### src/otwfk_pkg.sv
`timescale 1ns / 1ps
`default_nettype none
package otwfk_pkg;
    localparam int MaxSteps = 24;
    localparam int AccW = 34;
    localparam logic signed [AccW-1:0] InvGain = 34'sd652032874;

    function automatic logic [31:0] atan_entry(input logic [4:0] i);
        logic [31:0] r;
        begin
            case (i)
                5'd0: r = 32'd536870912;
                5'd1: r = 32'd316933406;
                5'd2: r = 32'd167458907;
                5'd3: r = 32'd85004756;
                5'd4: r = 32'd42667331;
                5'd5: r = 32'd21354465;
                5'd6: r = 32'd10679838;
                5'd7: r = 32'd5340245;
                5'd8: r = 32'd2670163;
                5'd9: r = 32'd1335087;
                5'd10: r = 32'd667544;
                5'd11: r = 32'd333772;
                5'd12: r = 32'd166886;
                5'd13: r = 32'd83443;
                5'd14: r = 32'd41722;
                5'd15: r = 32'd20861;
                5'd16: r = 32'd10430;
                5'd17: r = 32'd5215;
                5'd18: r = 32'd2608;
                5'd19: r = 32'd1304;
                5'd20: r = 32'd652;
                5'd21: r = 32'd326;
                5'd22: r = 32'd163;
                5'd23: r = 32'd81;
                default: r = 32'd0;
            endcase
            return r;
        end
    endfunction

    // datapath commands
    typedef enum logic [2:0] {
        CMD_NONE,
        CMD_LOAD,
        CMD_VEC_INIT,
        CMD_VEC_STEP,
        CMD_VEC_DONE,
        CMD_ROT_INIT,
        CMD_ROT_STEP,
        CMD_ROT_DONE
    } t_cmd;

    typedef struct packed {
        t_cmd       cmd;
        logic [4:0] step;
        logic [1:0] lane;
    } t_ctl;
endpackage
`default_nettype wire

### src/otwfk_ctrl.sv
`timescale 1ns / 1ps
`default_nettype none
module otwfk_ctrl #(
    parameter int STEPS = 16
) (
    input  wire                i_clk,
    input  wire                i_rst_n,
    input  wire                i_start,
    input  wire                i_kind,
    input  wire                i_out_busy,
    output logic               o_ready,
    output logic               o_emit,
    output otwfk_pkg::t_ctl    o_ctl
);
    import otwfk_pkg::*;

    localparam logic [4:0] Last = 5'((STEPS > MaxSteps ? MaxSteps : STEPS) - 1);

    typedef enum logic [2:0] {
        S_IDLE, S_VINIT, S_VSTEP, S_RINIT, S_RSTEP, S_RDONE, S_EMIT
    } t_state;

    t_state     r_state;
    logic [4:0] r_step;
    logic [1:0] r_lane;

    assign o_ready = (r_state == S_IDLE);
    assign o_emit  = (r_state == S_EMIT) && !i_out_busy;

    always_comb begin
        o_ctl.cmd  = CMD_NONE;
        o_ctl.step = r_step;
        o_ctl.lane = r_lane;
        unique case (r_state)
            S_IDLE:  if (i_start) o_ctl.cmd = CMD_LOAD;
            S_VINIT: o_ctl.cmd = CMD_VEC_INIT;
            S_VSTEP: o_ctl.cmd = (r_step == Last) ? CMD_VEC_DONE : CMD_VEC_STEP;
            S_RINIT: o_ctl.cmd = CMD_ROT_INIT;
            S_RSTEP: o_ctl.cmd = CMD_ROT_STEP;
            S_RDONE: o_ctl.cmd = CMD_ROT_DONE;
            S_EMIT:  o_ctl.cmd = CMD_NONE;
            default: o_ctl.cmd = CMD_NONE;
        endcase
    end

    always_ff @(posedge i_clk) begin
        if (!i_rst_n) begin
            r_state <= S_IDLE;
            r_step  <= '0;
            r_lane  <= '0;
        end else begin
            unique case (r_state)
                S_IDLE: if (i_start) begin
                    r_state <= i_kind ? S_RINIT : S_VINIT;
                    r_lane  <= '0;
                    r_step  <= '0;
                end
                S_VINIT: r_state <= S_VSTEP;
                S_VSTEP: begin
                    r_step <= r_step + 5'd1;
                    if (r_step == Last) r_state <= S_IDLE;
                end
                S_RINIT: begin
                    r_step  <= '0;
                    r_state <= S_RSTEP;
                end
                S_RSTEP: begin
                    r_step <= r_step + 5'd1;
                    if (r_step == Last) r_state <= S_RDONE;
                end
                S_RDONE: begin
                    if (r_lane == 2'd2) begin
                        r_state <= S_EMIT;
                    end else begin
                        r_lane  <= r_lane + 2'd1;
                        r_state <= S_RINIT;
                    end
                end
                S_EMIT: if (!i_out_busy) r_state <= S_IDLE;
                default: r_state <= S_IDLE;
            endcase
        end
    end
endmodule
`default_nettype wire

### config.mk
export PLATFORM = sky130hd
export DESIGN_NAME = otwfk_ctrl
export DESIGN_NICKNAME = d
export VERILOG_FILES = /design/src/otwfk_pkg.sv /design/src/otwfk_ctrl.sv
export SDC_FILE = /design/constraint.sdc
export NUM_CORES = 1
export LEC_CHECK = 0
export ABC_AREA = 1
export BUFFER_PORTS_ARGS = -buffer_cell sky130_fd_sc_hd__buf_2
export CAP_MARGIN = 20
export CORE_AREA = 4 4 51 53
export CTS_CLUSTER_DIAMETER = 30
export DETAILED_ROUTE_END_ITERATION = 10
export DIE_AREA = 0 0 55 57
export SETUP_SLACK_MARGIN = 0.15
export SKIP_LAST_GASP = 1
export SLEW_MARGIN = 20
export SYNTH_ARGS = -nofsm -noshare
export SYNTH_HDL_FRONTEND = slang
export SYNTH_SLANG_ARGS = --single-unit
### constraint.sdc
create_clock -name i_clk -period 2.94 [get_ports i_clk]
set_input_delay 0.294 -clock i_clk [delete_from_list [all_inputs] [get_ports i_clk]]
set_output_delay 0.294 -clock i_clk [all_outputs]
set_load 0.005 [all_outputs]
## After elaboration in Yosys (flattened, before gate mapping)

Index checks and enable logic that the tools add are counted.

- $add $sub $neg: 2
- Equality and inequality tests: 13
- Mux-type cells: 15
- Reduce and logical (&&, ||, !) cells: 9

Operator list:

| cell | number |
|---|---|
| 3-bit one-hot mux with 7 select lines | 1 |
| 3-bit two-way mux | 6 |
| 3-bit one-hot mux with 6 select lines | 1 |
| 5-bit one-hot mux with 3 select lines | 1 |
| 2-bit inequality test, second input constant | 5 |
| 3-bit == test, second input constant | 3 |
| 3-bit by 2-bit == test with 1-bit output, second input constant | 2 |
| 2-bit two-way mux | 3 |
| 5-bit by 1-bit adder with 5-bit output, second input constant | 1 |
| 5-bit by 4-bit == test with 1-bit output, second input constant | 1 |
| 5-bit two-way mux | 1 |
| 2-bit one-hot mux with 2 select lines | 1 |
| 4-bit AND reduction | 1 |
| 3-bit by 1-bit == test with 1-bit output, second input constant | 1 |
| 3-bit zero test | 1 |
| 3-bit AND reduction | 1 |
| 3-bit nonzero test | 1 |
| 2-bit by 1-bit adder with 2-bit output, second input constant | 1 |
| 2-bit == test, second input constant | 1 |
| 2-bit AND reduction | 1 |
| 2-bit nonzero test | 1 |
| 2-bit OR reduction | 1 |
| 1-bit logical AND | 1 |
| 1-bit zero test | 1 |
| 1-bit two-way mux | 1 |

- Register bits after elaboration: 10

## Longest topological paths before layout

- Word-level depth: 4
- Depth in mapped cells: 10
- Mapped depth without buffers: 10

## Least setup slack after synthesis

Ideal clock, no wire load.

- Path kind: reg-to-output
- Start: reg r_step[0]
- End: out o_ctl[7] (netlist bit)
- Cell stages (with the launch flop): 8
- Arrival: 1.151 ns
- Slack: 1.495 ns
- Cell sequence: dfxtp_1 > ha_1 > nand2_1 > nor2_1 > ha_1 > nor2_1 > nand2_1 > nand4_1

RTL lines:

| element | line | RTL |
|---|---|---|
| start: declaration | otwfk_ctrl.sv:24 | `logic [4:0] r_step;` |
| start signal: assignment | otwfk_ctrl.sv:60 | `r_step <= r_step + 5'd1;` |
| start signal: assignment | otwfk_ctrl.sv:68 | `r_step <= r_step + 5'd1;` |
| end: declaration | otwfk_ctrl.sv:13 | `output otwfk_pkg::t_ctl o_ctl` |

==> impl_summary.log <==
INFO  metric run_status = finished, final reports clean
INFO  metric timing.final.ws_setup = 1.04 ns
INFO  metric finish.net_count = 126
INFO  metric combinationalPowerShare = 0.535
INFO  metric hold_buffers = 0
INFO  metric synth_commonest_cells = nand2_1 (29), dfxtp_1 (10), inv_1 (10)
INFO  metric detailroute.via_count = 636
INFO  metric powerDensity = 803 nW/um2
INFO  metric drive_above_1_share = 0.284
INFO  metric floorplan.initialDensity = 0.295
INFO  metric max-clock-path-buffers = 2
INFO  metric pin_count_of_the_biggest_net_entering_global_routing = 8
INFO  metric cts_max_level = 1
INFO  metric finalCritPeriodShare = 0.647
INFO  metric dominantRegCellSynth = dfxtp_1
INFO  metric post-cts-setup-buffers = 0
INFO  metric number_of_antenna_violations_at_the_first_check_in_global_routing = 0
INFO  metric cp-end-kind = primary output
INFO  metric std_cell_rows = 17
INFO  metric finalSetupViolCount = 0
INFO  metric report.final.hold_viol_count = 0
INFO  metric finalMaxSlewViolations = 0
INFO  metric final_cell_count_no_fill = 144
INFO  metric post-place-ws = 1.31 ns
INFO  metric firstDrtPassIters = 4
INFO  metric pwr-share-seq = 0.327
INFO  metric die_height = 57 um
INFO  metric synth_area_per_cell = 6.53 um2
INFO  metric grt_setup_unrepaired = no
INFO  metric leakagePower = 0.384 nW
INFO  metric clock_sink_count = 10
INFO  metric power.ir.vdd_worst = 0.000307 V
INFO  metric die_width = 55 um
INFO  metric synth-edff-count = 0
INFO  metric max_slew.worst_pin.slew = 0.266 ns
INFO  metric power_frac_clock = 0.138
INFO  metric max_cap_viol_count = 0
INFO  metric total_congestion_overflow_after_global_routing = 0
INFO  metric drtAntennaViolNets = 0
INFO  metric synthMostInstantiatedCell = nand2_1
INFO  metric yosys.area.top_type = dfxtp_1
INFO  metric vias_per_cell = 4.42
INFO  metric setup.worst_path.start_class = register
INFO  metric timing.final.crit_period = 1.90 ns
INFO  metric worst_setup_hold_path_clk_slew = 0.06 ns
INFO  metric sequential_cell_area_fraction_in_the_yosys_report = 0.316
INFO  metric timing.fmax = 526 MHz
INFO  metric synth.yosys.warnings = 0
INFO  metric leading_cell_types_by_total_area_after_synthesis = dfxtp_1 (32%), nand2_1 (17%), a21oi_1 (6.3%), ha_1 (5.9%), inv_1 (5.9%)
INFO  metric detailed_place_hpwl = 1110 um
INFO  metric grt.total_usage = 0.0922
INFO  metric largest_clock_skew_in_the_final_design = 0.00822 ns
INFO  metric initialDrtViolationCount = 13
INFO  metric async_flop_share = 0
INFO  metric clock_insertion_delay_worst_skew = 0.25 ns
INFO  metric areaGrowthSynthToFinish = 21.7%
INFO  metric power.net_switching = 0.279 mW
INFO  metric power.share.switching = 0.450
INFO  metric timing.setup.tns = 0 ns
INFO  metric routedWlPerCell = 9.08 um
INFO  metric core_region_area = 2150 um2
INFO  metric insertedDiodeCount = 0
INFO  metric r2r_setup_slack = 1.48 ns
INFO  metric cts_root_buffer = clkbuf_4
INFO  metric post_synth_inst_count = 97
INFO  metric tritoncts = built
INFO  metric via_count_of_the_first_global_routing_pass = 560
INFO  metric syn_area = 633 um2
INFO  metric netlist-cell-type-count = 21
INFO  metric wl = 1310 um
INFO  metric syn_nets = 105
INFO  metric cp_data_required_time = 2.65 ns
INFO  metric synth-seq-cells = 10
INFO  metric detailroute.wirelength.met2 = 601 um
INFO  metric numPlacedInstances = 141
INFO  metric top_layer = met4
INFO  metric worstPathMaxFanout = 5
INFO  metric synth_top_cell_area_share = 0.316
INFO  metric cts_buffers = 3
INFO  metric timing_worst_setup_path_type = reg2out
INFO  metric cell_internal_pwr = 0.340 mW
INFO  metric cts_repair_resize_count = 0
INFO  metric worst-endpoint-arrival = 1.61 ns
INFO  metric grt_first_pass_wirelength = 2190 um
INFO  metric drt_drc_violations_left = 0
INFO  metric wirelength_met1 = 630 um
INFO  metric slew_headroom = 0.822
INFO  metric globalplace.congestion = 0.745
INFO  metric fp.dieArea = 3140 um2
INFO  metric i_o_pin_count = 17
INFO  metric detailroute.wirelength.met3 = 54 um
INFO  metric hold_class = in2reg
INFO  metric port_buffers = 16
## cells by family after synthesis
family          after synthesis  share of synthesized area
xor+xnor                      1                     0.0138
buf+inv                      14                     0.0830
simple gates                 55                      0.401
compound gates               14                      0.126
flops                        10                      0.316
fa+ha+maj                     3                     0.0593
## power by group through the flow
| stage | combinational [mW] | sequential, mW | clock (mW) |
|---|---|---|---|
| after global placement | 0.332 | 0.203 | 0 |
| after floorplan | 0.241 | 0.201 | 0 |
| after global routing | 0.385 | 0.208 | 0.0973 |
| final | 0.331 | 0.202 | 0.0856 |
| after detailed placement | 0.336 | 0.206 | 0 |
| after CTS | 0.336 | 0.202 | 0.0902 |
## routing by layer
| layer | vias to the layer above | global-route usage |
|---|---|---|
| met5 | - | 0 |
| met4 | 0 | 0.0521 |
| met2 | 11 | 0.147 |
| met3 | 2 | 0.00783 |
| li1 | 351 | - |
| met1 | 272 | 0.118 |
## final timing paths
check / startpoint / cells after the start / end
setup / recovery: r_step[0] / 8 / o_ctl[8]
setup reg to reg: r_step[0] / 10 / r_state[1]
hold / removal: i_rst_n / 3 / r_state[1]
hold reg to reg: r_step[4] / 2 / r_step[4]
## flip-flops by register name, summed over array words and instances (netlist names)
register,cells
r_lane,2
r_state,3
r_step,5
## cells in the final DEF, fill, tap and decap left out, drive strengths merged
cell,Yosys,layout
o211ai,1,1
o21ai,4,4
dfxtp,10,10
ha,3,3
nor2,10,10
xor2,1,1
nor3b,1,1
clkbuf,0,3
inv,14,14
a21oi,9,9
nand2,33,33
or2,1,1
buf,0,16
nand4,2,2
nor4,1,1
nand3,7,7
## per-stage QoR
step | instance area, um2 | total power, mW | hold WS, ns | util
floorplan | 633 | 0.441 | 0.414 | -
global placement | 748 | 0.536 | 0.467 | 0.348
detailed placement | 748 | 0.542 | 0.475 | 0.348
CTS | 771 | 0.628 | 0.300 | 0.359
global route | 771 | 0.689 | 0.310 | 0.359
finish | 771 | 0.619 | 0.302 | 0.359
## area by class of cell
| cell class | count | area, um2 |
|---|---|---|
| multi-input cells | 73 | 380 |
| inverters | 14 | 52.6 |
| repair buffers | 16 | 80.1 |
| fillers | 250 | 1380 |
| well taps | 28 | 35.0 |
| flip-flops and latches | 10 | 200 |
| clock buffers | 3 | 22.5 |
## worst max-delay path: stages, from the launching register on
cell      delay (ns)
dfxtp_1         0.34
ha_1            0.21
nand2_1         0.08
nor2_1          0.05
ha_1            0.16
nor2_1          0.18
nand2_1         0.11
o211ai_1        0.08
buf_2           0.13
No activity file was read; power rests on OpenSTA's default activity.
